File: src/insertion_sorter_defines.svh
// Assertion macros used by the insertion sorter control.
`ifndef INSERTION_SORTER_DEFINES_SVH
`define INSERTION_SORTER_DEFINES_SVH

`ifndef SYNTH
`define ISS_ASSERT_SAME(lbl, ante, cons, msg) \
    lbl: assert property (@(posedge i_clk) disable iff (!i_rst_n) (ante) |-> (cons)) \
        else $error(msg);
`define ISS_ASSERT_NEXT(lbl, ante, cons, msg) \
    lbl: assert property (@(posedge i_clk) disable iff (!i_rst_n) (ante) |=> (cons)) \
        else $error(msg);
`else
`define ISS_ASSERT_SAME(lbl, ante, cons, msg)
`define ISS_ASSERT_NEXT(lbl, ante, cons, msg)
`endif

`endif

File: src/iss_pkg.sv
// Types and constants shared by the insertion sorter modules.
`timescale 1ns / 1ps
`default_nettype none

package iss_pkg;

    localparam int VALUE_W = 32;

    typedef struct packed {
        logic                      ins;
        logic                      drain;
        logic signed [VALUE_W-1:0] value;
    } t_cell_cmd;

endpackage

`default_nettype wire

File: src/iss_cell.sv
// One storage cell of the insertion chain.
`timescale 1ns / 1ps
`default_nettype none

module iss_cell (
    input  logic                              i_clk,
    input  iss_pkg::t_cell_cmd                i_cmd,
    input  logic                              i_below,
    input  logic                              i_at_end,
    input  logic                              i_left_greater,
    input  logic signed [iss_pkg::VALUE_W-1:0] i_left_value,
    input  logic signed [iss_pkg::VALUE_W-1:0] i_right_value,
    output logic                              o_greater,
    output logic signed [iss_pkg::VALUE_W-1:0] o_value
);

    logic signed [iss_pkg::VALUE_W-1:0] r_value;
    logic signed [iss_pkg::VALUE_W-1:0] n_value;

    assign o_greater = i_below && (r_value > i_cmd.value);
    assign o_value   = r_value;

    always_comb begin
        n_value = r_value;
        if (i_cmd.ins) begin
            if (i_left_greater) begin
                n_value = i_left_value;
            end else if (o_greater || i_at_end) begin
                n_value = i_cmd.value;
            end
        end else if (i_cmd.drain) begin
            n_value = i_right_value;
        end
    end

    always_ff @(posedge i_clk) begin
        r_value <= n_value;
    end

endmodule

`default_nettype wire

File: config.mk
export PLATFORM = sky130hd
export DESIGN_NAME = iss_cell
export DESIGN_NICKNAME = d
export VERILOG_FILES = /design/src/insertion_sorter_defines.svh /design/src/iss_pkg.sv /design/src/iss_cell.sv
export SDC_FILE = /design/constraint.sdc
export NUM_CORES = 1
export LEC_CHECK = 0
export ABC_AREA = 1
export BUFFER_PORTS_ARGS = -buffer_cell sky130_fd_sc_hd__buf_2
export CAP_MARGIN = 40
export CORE_AREA = 2 2 73 93
export CTS_BUF_LIST = sky130_fd_sc_hd__clkbuf_16
export CTS_CLUSTER_DIAMETER = 100
export DETAILED_ROUTE_END_ITERATION = 10
export DIE_AREA = 0 0 75 95
export PLACE_DENSITY = 0.74
export SLEW_MARGIN = 20
export SYNTH_ARGS = -nofsm -noshare
export SYNTH_HDL_FRONTEND = slang
export SYNTH_SLANG_ARGS = --single-unit
File: constraint.sdc
create_clock -name i_clk -period 2.9 [get_ports i_clk]
set_input_delay 0.145 -clock i_clk [delete_from_list [all_inputs] [get_ports i_clk]]
set_output_delay 0.145 -clock i_clk [all_outputs]
set_load 0.01 [all_outputs]
==> Word level (Yosys, flattened, before mapping) <==
Cells that the tools add are included.
{ "op_classes": {"magnitude_cmp": 1, "eq_ne": 1, "mux": 4, "reduce_logical": 4} }
{ "ops": {"columns": ["operator", "count"], "rows": [
  ["32-bit two-way mux", 4],
  ["32-bit > comparator", 1],
  ["3-bit by 1-bit != test with 1-bit output, second input constant", 1],
  ["2-bit AND reduction", 1],
  ["2-bit nonzero test", 1],
  ["1-bit logical AND", 1],
  ["1-bit logical OR", 1]
]} }
{ "word_totals": {"regBits": 32, "in_bits": 102, "out_inout_bits": 33, "elab_cells": 11} }

==> Logic depth before layout (Yosys ltp) <==
{ "depth": {"ltp_word": 6, "mapped_depth": 16} }

==> Least setup slack after synthesis <==
Ideal clock, no wire load.
{ "synth_path": {"kind": "reg-to-reg", "from": "register r_value (netlist bit o_value[31])", "to": "register r_value (netlist bit o_value[0]), enable pin", "setup_time_ns": 0.400, "arrival_ns": 2.378, "slack_ns": 0.122, "stages_incl_launch_ff": 10, "cell_sequence": "edfxtp_1 > ha_1 > a21oi_1 > o21a_1 > nand2_1 > a21oi_1 > nand2_1 > nand2_1 > nand3_2 > a21oi_2"} }
{ "synth_between": {"elab_chain_len": 5} }
{ "synth_lines": {"columns": ["element", "line_no", "rtl"], "rows": [
  ["start, declared", "iss_cell.sv:17", "logic signed [iss_pkg::VALUE_W-1:0] r_value;"],
  ["start signal, assigned", "iss_cell.sv:37", "r_value <= n_value;"],
  ["32-bit > comparator", "iss_cell.sv:20", "assign o_greater = i_below && (r_value > i_cmd.value);"],
  ["1-bit logical AND", "iss_cell.sv:20", null],
  ["1-bit logical OR", "iss_cell.sv:28", "end else if (o_greater || i_at_end) begin"],
  ["3-bit by 1-bit != test with 1-bit output (no source line)", null, null],
  ["2-bit AND reduction (no source line)", null, null]
]} }
Every way passes these cells.
A chain may end at the register's enable or synchronous reset.

==> Worst setup path after layout <==
{ "layout_path": {"from": "register r_value (netlist bit o_value[9])", "to": "register r_value (netlist bit o_value[12]), enable pin"} }
The elaborated chain is that of the path after synthesis.

==> impl_metrics.json <==
{
  "cp-start-kind": "flop",
  "grt_pass1_wl_um": 10700,
  "synth_top_area_share_pct": 38.7,
  "die_area_um2": 7130,
  "crit_fanout": 13,
  "rows": 33,
  "io_buffers": 134,
  "cts_hold_buf": 0,
  "grt_start_max_net_pins": 35,
  "yosysWarnings": 0,
  "finalSetupViolCount": 0,
  "grt_pass1_vias": 2462,
  "rsz0062_at_grt": "no",
  "r2r_start": "o_value[9]",
  "die_h_um": 95,
  "firstDrtPassIters": 5,
  "place.gp.congestion": 0.777,
  "postSynthAreaPerCell_um2": 7.67,
  "tritoncts": "yes",
  "final.setup.worst_slack_ns": 0.469,
  "critPathRequiredTime_ns": 2.87,
  "synth_edf_count": 32,
  "ir_drop_mv": 0.226,
  "min_path_type": "in2reg",
  "synth_area_leader_cell": "edfxtp_1",
  "holdPathEnd": "o_value[19]",
  "worstMarginPinSlew_ns": 0.593,
  "via_per_inst": 4.75,
  "max_freq_ghz": 0.411,
  "cts.sinks": 32,
  "cts.reportedPaths.clkPinSlew_ns": 0.05,
  "r2r-end": "o_value[12]",
  "start_util_pct": 39.4,
  "antenna_cells": 0,
  "num_vias": 2588,
  "outcome": "complete, no violations",
  "worstSetupPathType": "reg2reg",
  "relSlewSlack_pct": 60.4,
  "drt_iter0_drc": 136,
  "synth_common_cells": "69 x nand2_1, 65 x o21ai_0, 43 x inv_1",
  "ys_types": 21,
  "routedWlPerCell_um": 12.5,
  "cts_root_buf": "clkbuf_16",
  "gr-total-overflow": 0,
  "fin_skew_ns": 0.00558,
  "gr-usage-all-layers_pct": 19.8,
  "place_hpwl_um": 5450,
  "min_path_cells": 3,
  "yosysMostFrequentCell": "nand2_1",
  "coreArea_um2": 6320,
  "fill_cells": 637,
  "drcViolationCount": 0,
  "cts_setup_buffers": 0,
  "hold_slack_ns": 0.147,
  "ys_async_sr_fraction_pct": 0,
  "synthCells": 324,
  "dp_slack_ns": 0.478,
  "final_hold_viol_count": 0,
  "r2r_setup_slack_ns": 0.47,
  "fin_nets": 591,
  "routed_wl_um": 6830,
  "ys.flop_type": "edfxtp_1",
  "synth.yosys.seq_area_share_pct": 38.7,
  "fin_crit_sh_pct": 83.8,
  "finalMaxSlewViolations": 0,
  "drive_gt1_share_pct": 33.0,
  "cts_buffers": 5,
  "synthToLayoutAreaGrowth_pct": 37.6,
  "synthesis.nets": 458,
  "clk_latency_ns": 0.27,
  "p_leak_nw": 1.82,
  "cp-end-kind": "flop",
  "clock_path_buffers": 2,
  "antenna_found_initial": 0,
  "r2r_cells": 13,
  "crit_arrival_ns": 2.40,
  "drv_cap": 0,
  "period_needed_ns": 2.43,
  "syn_area_um2": 2490,
  "ys_top_cells_by_area": "edfxtp_1 39%, ha_1 16%, o21ai_0 13%, nand2_1 10%, inv_1 6.5%",
  "largest_reg_flops": 32,
  "die_w_um": 75,
  "cts.repair.resized": 0,
  "synth_seq_cells": 32,
  "final.setup.tns_ns": 0,
  "min-delay-start": "i_right_value[19]",
  "postRouteAntennaNets": 0,
  "h-tree-depth": 2,
  "ios": 135,
  "powerDensity_nw_per_um2": 464
}
[where the power goes]
| part | internal [mW] | switching (mW) |
|---|---|---|
| registers | 0.573 | 0.0265 |
| logic | 0.179 | 0.232 |
| clock network | 0.399 | 0.176 |
[layer usage]
| metal | GRT usage [%] | share of wire [%] | up-vias |
|---|---|---|---|
| li1 | - | - | 1340 |
| met1 | 23.5 | 39 | 1153 |
| met2 | 35.8 | 53 | 81 |
| met3 | 1.92 | 5.0 | 14 |
| met4 | 7.89 | 2.6 | 0 |
| met5 | 0 | 0 | - |
[cell usage in the layout (no fill, tap or decap), types with 2 or more instances in the layout]
cell | netlist | routed
buf_2 | 0 | 134
nand2_1 | 69 | 69
o21ai_0 | 65 | 65
inv_1 | 43 | 44
nor2_1 | 41 | 41
ha_1 | 32 | 32
edfxtp_1 | 32 | 32
a21oi_1 | 14 | 14
clkbuf_16 | 0 | 5
buf_4 | 0 | 4
nand3_1 | 2 | 2
nor2_2 | 2 | 2
o21a_1 | 2 | 2
[stage by stage]
stage                     utilization, %  instance area, µm²  power [mW]  cells
final                               54.2                3420        1.59    545
after global routing                54.2                3420        1.68    545
after CTS                           54.2                3420        1.61    545
after detailed placement            51.6                3260        1.02    537
after global placement              51.6                3260        1.01    537
after floorplan                        -                2490       0.833    324
[logic make-up after synthesis]
family | after synthesis | synth area share [%]
adders and majority gates | 32 | 16.1
DFF | 32 | 38.7
buffers and inverters | 56 | 8.45
AOI/OAI and AO/OA | 85 | 17.7
and+or+nand+nor | 119 | 19.1
[worst max path at each step]
| stage | startpoint | endpoint | slack (ns) |
|---|---|---|---|
| 2_1_floorplan | o_value[31] | o_value[0] | 0.12 |
| 5_1_grt | o_value[9] | o_value[10] | 0.19 |
| 3_3_place_gp | o_value[11] | o_value[11] | 0.51 |
| 6_report | o_value[9] | o_value[12] | 0.47 |
| 4_1_cts | o_value[9] | o_value[13] | 0.47 |
| 3_5_place_dp | o_value[9] | o_value[12] | 0.48 |
[worst max-delay path, stage by stage (launching register included)]
cell and delay [ns]:
edfxtp_1 0.40, ha_1 0.31, nand2_1 0.07, nand2_1 0.05, nand3_1 0.06, nand2_1 0.06
a21oi_1 0.20, nand2_1 0.09, nand2_1 0.07, nand2_1 0.05, nand2_1 0.07, nand3_2 0.09
a21oi_4 0.32, buf_4 0.29
[final cells by class]
class	count	area [µm²]	share of cell area, %
Multi-Input combinational cell	236	1320	38.6
Timing Repair Buffer	138	701	20.5
Clock buffer	5	125	3.66
Inverter	44	165	4.83
Sequential cell	32	961	28.1
Tap cell	87	109	3.18
Clock inverter	3	38.8	1.13
Power figures use the tool's default switching activity.
