### config.mk
export PLATFORM = sky130hd
export DESIGN_NAME = iss_ctrl
export DESIGN_NICKNAME = d
export VERILOG_FILES = /design/src/iss_pkg.sv /design/src/iss_ctrl.sv
export VERILOG_INCLUDE_DIRS = /design/src /design/src/src
export SDC_FILE = /design/constraint.sdc
export NUM_CORES = 1
export LEC_CHECK = 0
export BUFFER_PORTS_ARGS = -buffer_cell sky130_fd_sc_hd__buf_2
export CAP_MARGIN = 20
export CORE_UTILIZATION = 36
export CTS_CLUSTER_SIZE = 16
export DETAILED_ROUTE_END_ITERATION = 16
export PLACE_DENSITY = 0.75
export SYNTH_ARGS = -nofsm -noshare
export SYNTH_HDL_FRONTEND = slang
export SYNTH_SLANG_ARGS = --single-unit
### constraint.sdc
create_clock -name i_clk -period 1.75 [get_ports i_clk]
set_input_delay 0.0875 -clock i_clk [delete_from_list [all_inputs] [get_ports i_clk]]
set_output_delay 0.0875 -clock i_clk [all_outputs]
set_load 0.01 [all_outputs]
### src/insertion_sorter_defines.svh
// Assertion macros used by the insertion sorter control.
`ifndef INSERTION_SORTER_DEFINES_SVH
`define INSERTION_SORTER_DEFINES_SVH

`ifndef SYNTH
`define ISS_ASSERT_SAME(lbl, ante, cons, msg) \
    lbl: assert property (@(posedge i_clk) disable iff (!i_rst_n) (ante) |-> (cons)) \
        else $error(msg);
`define ISS_ASSERT_NEXT(lbl, ante, cons, msg) \
    lbl: assert property (@(posedge i_clk) disable iff (!i_rst_n) (ante) |=> (cons)) \
        else $error(msg);
`else
`define ISS_ASSERT_SAME(lbl, ante, cons, msg)
`define ISS_ASSERT_NEXT(lbl, ante, cons, msg)
`endif

`endif

### src/iss_pkg.sv
// Types and constants shared by the insertion sorter modules.
`timescale 1ns / 1ps
`default_nettype none

package iss_pkg;

    localparam int VALUE_W = 32;

    typedef struct packed {
        logic                      ins;
        logic                      drain;
        logic signed [VALUE_W-1:0] value;
    } t_cell_cmd;

endpackage

`default_nettype wire

### src/iss_ctrl.sv
// Fill and drain control, element count and output register of the sorter.
`timescale 1ns / 1ps
`default_nettype none

`include "insertion_sorter_defines.svh"

module iss_ctrl #(
    parameter int CAPACITY = 64,
    parameter int CW       = $clog2(CAPACITY + 1)
) (
    input  logic                               i_clk,
    input  logic                               i_rst_n,
    input  logic                               i_in_valid,
    output logic                               o_in_ready,
    input  logic signed [iss_pkg::VALUE_W-1:0] i_value,
    input  logic                               i_last,
    input  logic signed [iss_pkg::VALUE_W-1:0] i_head_value,
    output iss_pkg::t_cell_cmd                 o_cmd,
    output logic [CW-1:0]                      o_count,
    output logic                               o_out_valid,
    input  logic                               i_out_ready,
    output logic signed [iss_pkg::VALUE_W-1:0] o_sorted_value,
    output logic                               o_end_of_set,
    output logic                               o_overflow
);

    localparam logic ST_FILL  = 1'b0;
    localparam logic ST_DRAIN = 1'b1;

    logic          r_state;
    logic          n_state;
    logic [CW-1:0] r_count;
    logic [CW-1:0] n_count;
    logic          r_dropped;
    logic          n_dropped;
    logic          r_out_valid;
    logic          n_out_valid;
    logic signed [iss_pkg::VALUE_W-1:0] r_out_value;
    logic          r_out_end;
    logic          r_out_ovf;

    logic accept;
    logic full;
    logic load;

    assign o_in_ready = (r_state == ST_FILL);
    assign accept     = i_in_valid && o_in_ready;
    assign full       = (r_count == CW'(CAPACITY));
    assign load       = (r_state == ST_DRAIN) && (!r_out_valid || i_out_ready);

    assign o_cmd.ins   = accept && !full;
    assign o_cmd.drain = load;
    assign o_cmd.value = i_value;
    assign o_count     = r_count;

    assign o_out_valid    = r_out_valid;
    assign o_sorted_value = r_out_value;
    assign o_end_of_set   = r_out_end;
    assign o_overflow     = r_out_ovf;

    always_comb begin
        n_state     = r_state;
        n_count     = r_count;
        n_dropped   = r_dropped;
        n_out_valid = r_out_valid && !i_out_ready;
        case (r_state)
            ST_FILL: begin
                if (accept) begin
                    if (full) begin
                        n_dropped = 1'b1;
                    end else begin
                        n_count = r_count + CW'(1);
                    end
                    if (i_last) begin
                        n_state = ST_DRAIN;
                    end
                end
            end
            ST_DRAIN: begin
                if (load) begin
                    n_out_valid = 1'b1;
                    n_count     = r_count - CW'(1);
                    if (r_count == CW'(1)) begin
                        n_state   = ST_FILL;
                        n_dropped = 1'b0;
                    end
                end
            end
            default: begin
                n_state = ST_FILL;
            end
        endcase
    end

    always_ff @(posedge i_clk) begin
        if (!i_rst_n) begin
            r_state     <= ST_FILL;
            r_count     <= '0;
            r_dropped   <= 1'b0;
            r_out_valid <= 1'b0;
        end else begin
            r_state     <= n_state;
            r_count     <= n_count;
            r_dropped   <= n_dropped;
            r_out_valid <= n_out_valid;
        end
    end

    always_ff @(posedge i_clk) begin
        if (load) begin
            r_out_value <= i_head_value;
            r_out_end   <= (r_count == CW'(1));
            r_out_ovf   <= r_dropped;
        end
    end

    `ISS_ASSERT_SAME(a_drain_not_empty, r_state == ST_DRAIN, r_count != '0, "Draining an empty chain")
    `ISS_ASSERT_SAME(a_count_bound, 1'b1, r_count <= CW'(CAPACITY), "Element count above capacity")
    `ISS_ASSERT_NEXT(a_last_drains, accept && i_last, r_state == ST_DRAIN, "Last item did not start drain")
    `ISS_ASSERT_NEXT(a_end_clears, load && r_count == CW'(1), r_state == ST_FILL && !r_dropped && r_out_end, "Set end did not clear state")

endmodule

`default_nettype wire

* Word-level counts from Yosys, hierarchy flattened
Index checks and enable logic that the tools add are counted.
Word-level totals: logic and storage cells 43, register bits after elaboration 44, input bits 69, output and inout port bits 77
Operators by class: reductions and logical operators 10, add/subtract/negate cells 2, muxes and demuxes 16, bitwise operators 1, equal/unequal tests 7
Operator list (number):
- 2-to-1 mux 7 bit | 3
- case mux 7 bit (2 select lines) | 1
- 2-to-1 mux 1 bit | 10
- inequality test 2 x 1 -> 1 bit (second input constant) | 4
- adder 7 x 1 -> 7 bit (second input constant) | 1
- == test 7 x 1 -> 1 bit (second input constant) | 1
- == test 7 bit (second input constant) | 1
- subtractor 7 x 1 -> 7 bit (second input constant) | 1
- logical AND 1 bit | 4
- case mux 1 bit (2 select lines) | 2
- AND reduction 4 bit | 1
- logical NOT 1 bit | 3
- AND reduction 3 bit | 1
- inequality test 2 bit (second input constant) | 1
- logical OR 1 bit | 1
- inverter 1 bit | 1

* Depth between registers and ports, before layout
depth after elaboration 5, depth in mapped cells 6, mapped depth without buffers 6

* Worst setup path before layout
OpenSTA, ideal clock, no wires.
path type register to register, start point register r_state, end point register r_state, cell stages (with the launch flop) 5, required time 1.636 ns, path slack -0.180 ns, setup time 0.114 ns, period minus slack after synthesis 1.930 ns, arrival 1.816 ns, path buffers 1, path through dfxtp_1 -> clkbuf_1 -> and2_1 -> a21o_1 -> nor2_1
On the way: elaborated cells on any way between the ends 6, classes of those cells mux (3); bitwise (1); reduce/logical (2)
RTL lines:
- start, declared | RTL line iss_ctrl.sv:30 | logic r_state;
- start signal, assigned | RTL line iss_ctrl.sv:102 | r_state <= n_state;
- logical AND 1 bit | RTL line iss_ctrl.sv:49 | assign load = (r_state == ST_DRAIN) && (!r_out_valid || i_out_ready);
- named net load | RTL line iss_ctrl.sv:44 | logic load;
- 2-to-1 mux 1 bit | RTL line iss_ctrl.sv:80 | if (load) begin
- case mux 1 bit (2 select lines) | RTL line iss_ctrl.sv:66 | case (r_state)
The timed path passes the listed nets, and every way through them passes these cells. A chain may end at the register's enable or synchronous reset.

==> flow_summary.yaml <==
worst_hold_path:
  hold_depth: 3
  holdCritPathClass: "in2reg"
pwr:
  ir_drop_mv: 0.360
  leakage_nw: 1.12
  p_per_area_nw_per_um2: 920
sta:
  slew_violations: 0
  grt_setup_unrepaired: "false"
  finalSetupViolations: 0
  finalCritPeriodShare: 0.943
  max_freq_mhz: 606
  hold_viol: 0
  max_slew.worst_pin.slew_ns: 0.364
  slew_headroom: 0.754
  finClkSkew_ns: 0.00724
  holdWs_ns: 0.0367
  period_needed_ns: 1.65
  fin_tns_setup_ns: 0
synth:
  synth_top_area_share: 0.538
  synth_cell_type_count: 28
  synth-seq-cells: 44
  syn_nets: 215
  synthCells: 142
  ys_warn_count: 0
  yosysTopAreaCell: "edfxtp_1"
  avgSynthCellArea_um2: 13.4
  syn-cell-area_um2: 1900
  seq_area_frac_synth: 0.643
  netlist_top_cells_area: "edfxtp_1, buf_4, dfxtp_1, a21oi_1, ha_1"
clock_network:
  cts_buffer_depth: 2
  clkSinkCount: 44
  root_buffer: "clkbuf_8"
  htree_num_levels: 2
  clk_pin_slew_ns: 0.08
  post_cts_resized: 0
  cts_tree: "yes"
  postCtsSetupBuffers: 0
  clock_latency_ns: 0.28
  numCtsBuffers: 5
worst_setup_path:
  crit_slowest_cell: "or4_4"
  cp.depth: 4
  critPathMaxStageDelay_ns: 0.57
  path_class: "reg2out"
  critPathBufInv: 1
  worst_ep_required_time_ns: 1.66
  critical-path-top-delay-family: "simple AND/OR/NAND/NOR gates"
  endpoint_kind: "primary output"
  critPathLaunchType: "flop"
  critPathMaxFanout: 5
  reg2regPathDepth: 4
  crit_arrival_ns: 1.56
  path_cells: "or4_4 -> nor2_1 -> nor2b_1 -> buf_2"
die:
  core_um2: 5110
  row_count: 26
  ioPinCount: 146
  dieWidth_um: 74.6
  die_y_um: 74.6
  initial_core_util: 0.372
  die_area_um2: 5570
final_layout:
  antennaDiodeCount: 0
  multi_input_area_um2: 409
  ff_latch_area_um2: 1220
  num-nets-final: 305
  syn2layout_area_growth_pct: 37.7
  stdcell_area_um2: 2620
  fill_cells: 434
  layout-drive-gt1-share: 0.425
drt:
  wl_per_cell_um: 14.0
  initialDrtViolationCount: 67
  dr.pass1.iters: 4
  num_vias: 1328
  viasPerCell: 4.38
  remaining_drc_errors: 0
  ant_nets: 0
  routed_wl_um: 4250
place:
  place_hpwl_um: 2710
  placed_area_um2: 2190
  place_congestion: 0.780
  io_buffers: 81
outcome:
  status: "finished, final reports clean"
global_routing:
  grt_max_degree: 35
  grt_pass1_vias: 1225
  grt_overflow_total: 0
  antenna_found_initial: 0
  grt_util_all_layers: 0.149
  grt_first_pass_wirelength_um: 6010
run:
  drv_cap: 0
-- kinds of logic after synthesis --
group,Yosys count,share of synthesized area
flops,44,0.643
simple gates,31,0.0955
buf+inv,39,0.142
xor+xnor,1,0.00461
mux,5,0.0264
compound gates,18,0.0619
fa+ha+maj,4,0.0264
-- where the power goes --
| part | leakage (nW) | internal, mW | switching [mW] |
|---|---|---|---|
| sequential | 0.398 | 1.20 | 0.0351 |
| clock | 0.0552 | 0.423 | 0.315 |
| combinational | 0.666 | 0.218 | 0.213 |
| total | 1.12 | 1.84 | 0.563 |
-- layer usage --
metal | part of all wire | GRT usage
met5 | 0 | 0
met2 | 0.47 | 0.254
met4 | 0.040 | 0.105
met1 | 0.39 | 0.158
met3 | 0.097 | 0.0415
-- cell type report --
class,instances,share of cell area
Tap cell,70,0.0335
Clock buffer,6,0.0277
Sequential cell,44,0.467
Timing Repair Buffer,118,0.297
Clock inverter,2,0.0134
Multi-Input combinational cell,59,0.156
Inverter,4,0.00574
-- registers in the layout, indices dropped and copies added (netlist names) --
name            flops
r_state             1
r_dropped           1
o_end_of_set        1
o_count             7
o_overflow          1
o_out_valid         1
o_sorted_value     32
-- what timing repair did --
| action | 4_1_cts | 5_1_grt |
|---|---|---|
| endpoints found under the setup margin | 0 | 0 |
| hold buffers | 32 | 0 |
| endpoints found under the hold margin | 32 | 0 |
-- cells in the final DEF (no fill, tap or decap), drive strengths merged --
cell	Yosys	routed
and3b	1	1
a311oi	1	1
and4bb	1	1
a31oi	1	1
a22oi	3	3
dlygate4sd3	0	32
clkbuf	2	6
xor2	1	1
and2	1	1
dfxtp	10	10
nor2b	3	3
a21oi	11	11
a21o	2	2
edfxtp	34	34
nor3b	1	1
buf	33	86
and3	1	1
clkinv	0	1
nor2	4	4
or2	1	1
nor4b	1	1
bufinv	0	1
or4	1	1
nand2b	6	6
mux2i	5	5
nand3	2	2
inv	4	4
ha	4	4
nand2	8	8
-- final timing paths --
| check | start | end | slack [ns] |
|---|---|---|---|
| worst min register to register | r_dropped | o_overflow | 0.46 |
| worst min-delay path | i_last | r_state | 0.04 |
| worst max-delay path | o_count[5] | o_cmd[33] | 0.10 |
| worst max register to register | o_count[5] | o_count[6] | 0.16 |
-- synthesized netlist by cell type --
library cell,instances
inv_1,4
and4bb_2,1
or2_0,1
a21o_1,2
nor3b_1,1
ha_1,4
nand2_1,7
and3b_1,1
nor4b_1,1
nand3_1,2
a21oi_1,11
a22oi_1,1
nor2b_1,3
clkbuf_1,2
a311oi_1,1
nor2_1,4
xor2_1,1
nand2b_1,6
nand2_2,1
and2_1,1
buf_4,33
and3_1,1
dfxtp_1,10
edfxtp_1,34
a31oi_1,1
or4_4,1
a22oi_2,2
mux2i_1,5
-- stage by stage --
step	power (mW)	utilization	instances	setup slack, ns
global route	2.54	0.512	303	0.00619
finish	2.41	0.512	303	0.100
CTS	2.43	0.512	303	0.0818
floorplan	1.54	-	142	0.180
global placement	1.63	0.428	263	0.238
detailed placement	1.64	0.428	263	0.157
-- worst min-delay path, cell delays in order --
cell,delay [ns]
buf_2,0.07
a21oi_1,0.05
nor2_1,0.07
No activity file was read; power rests on OpenSTA's default activity.
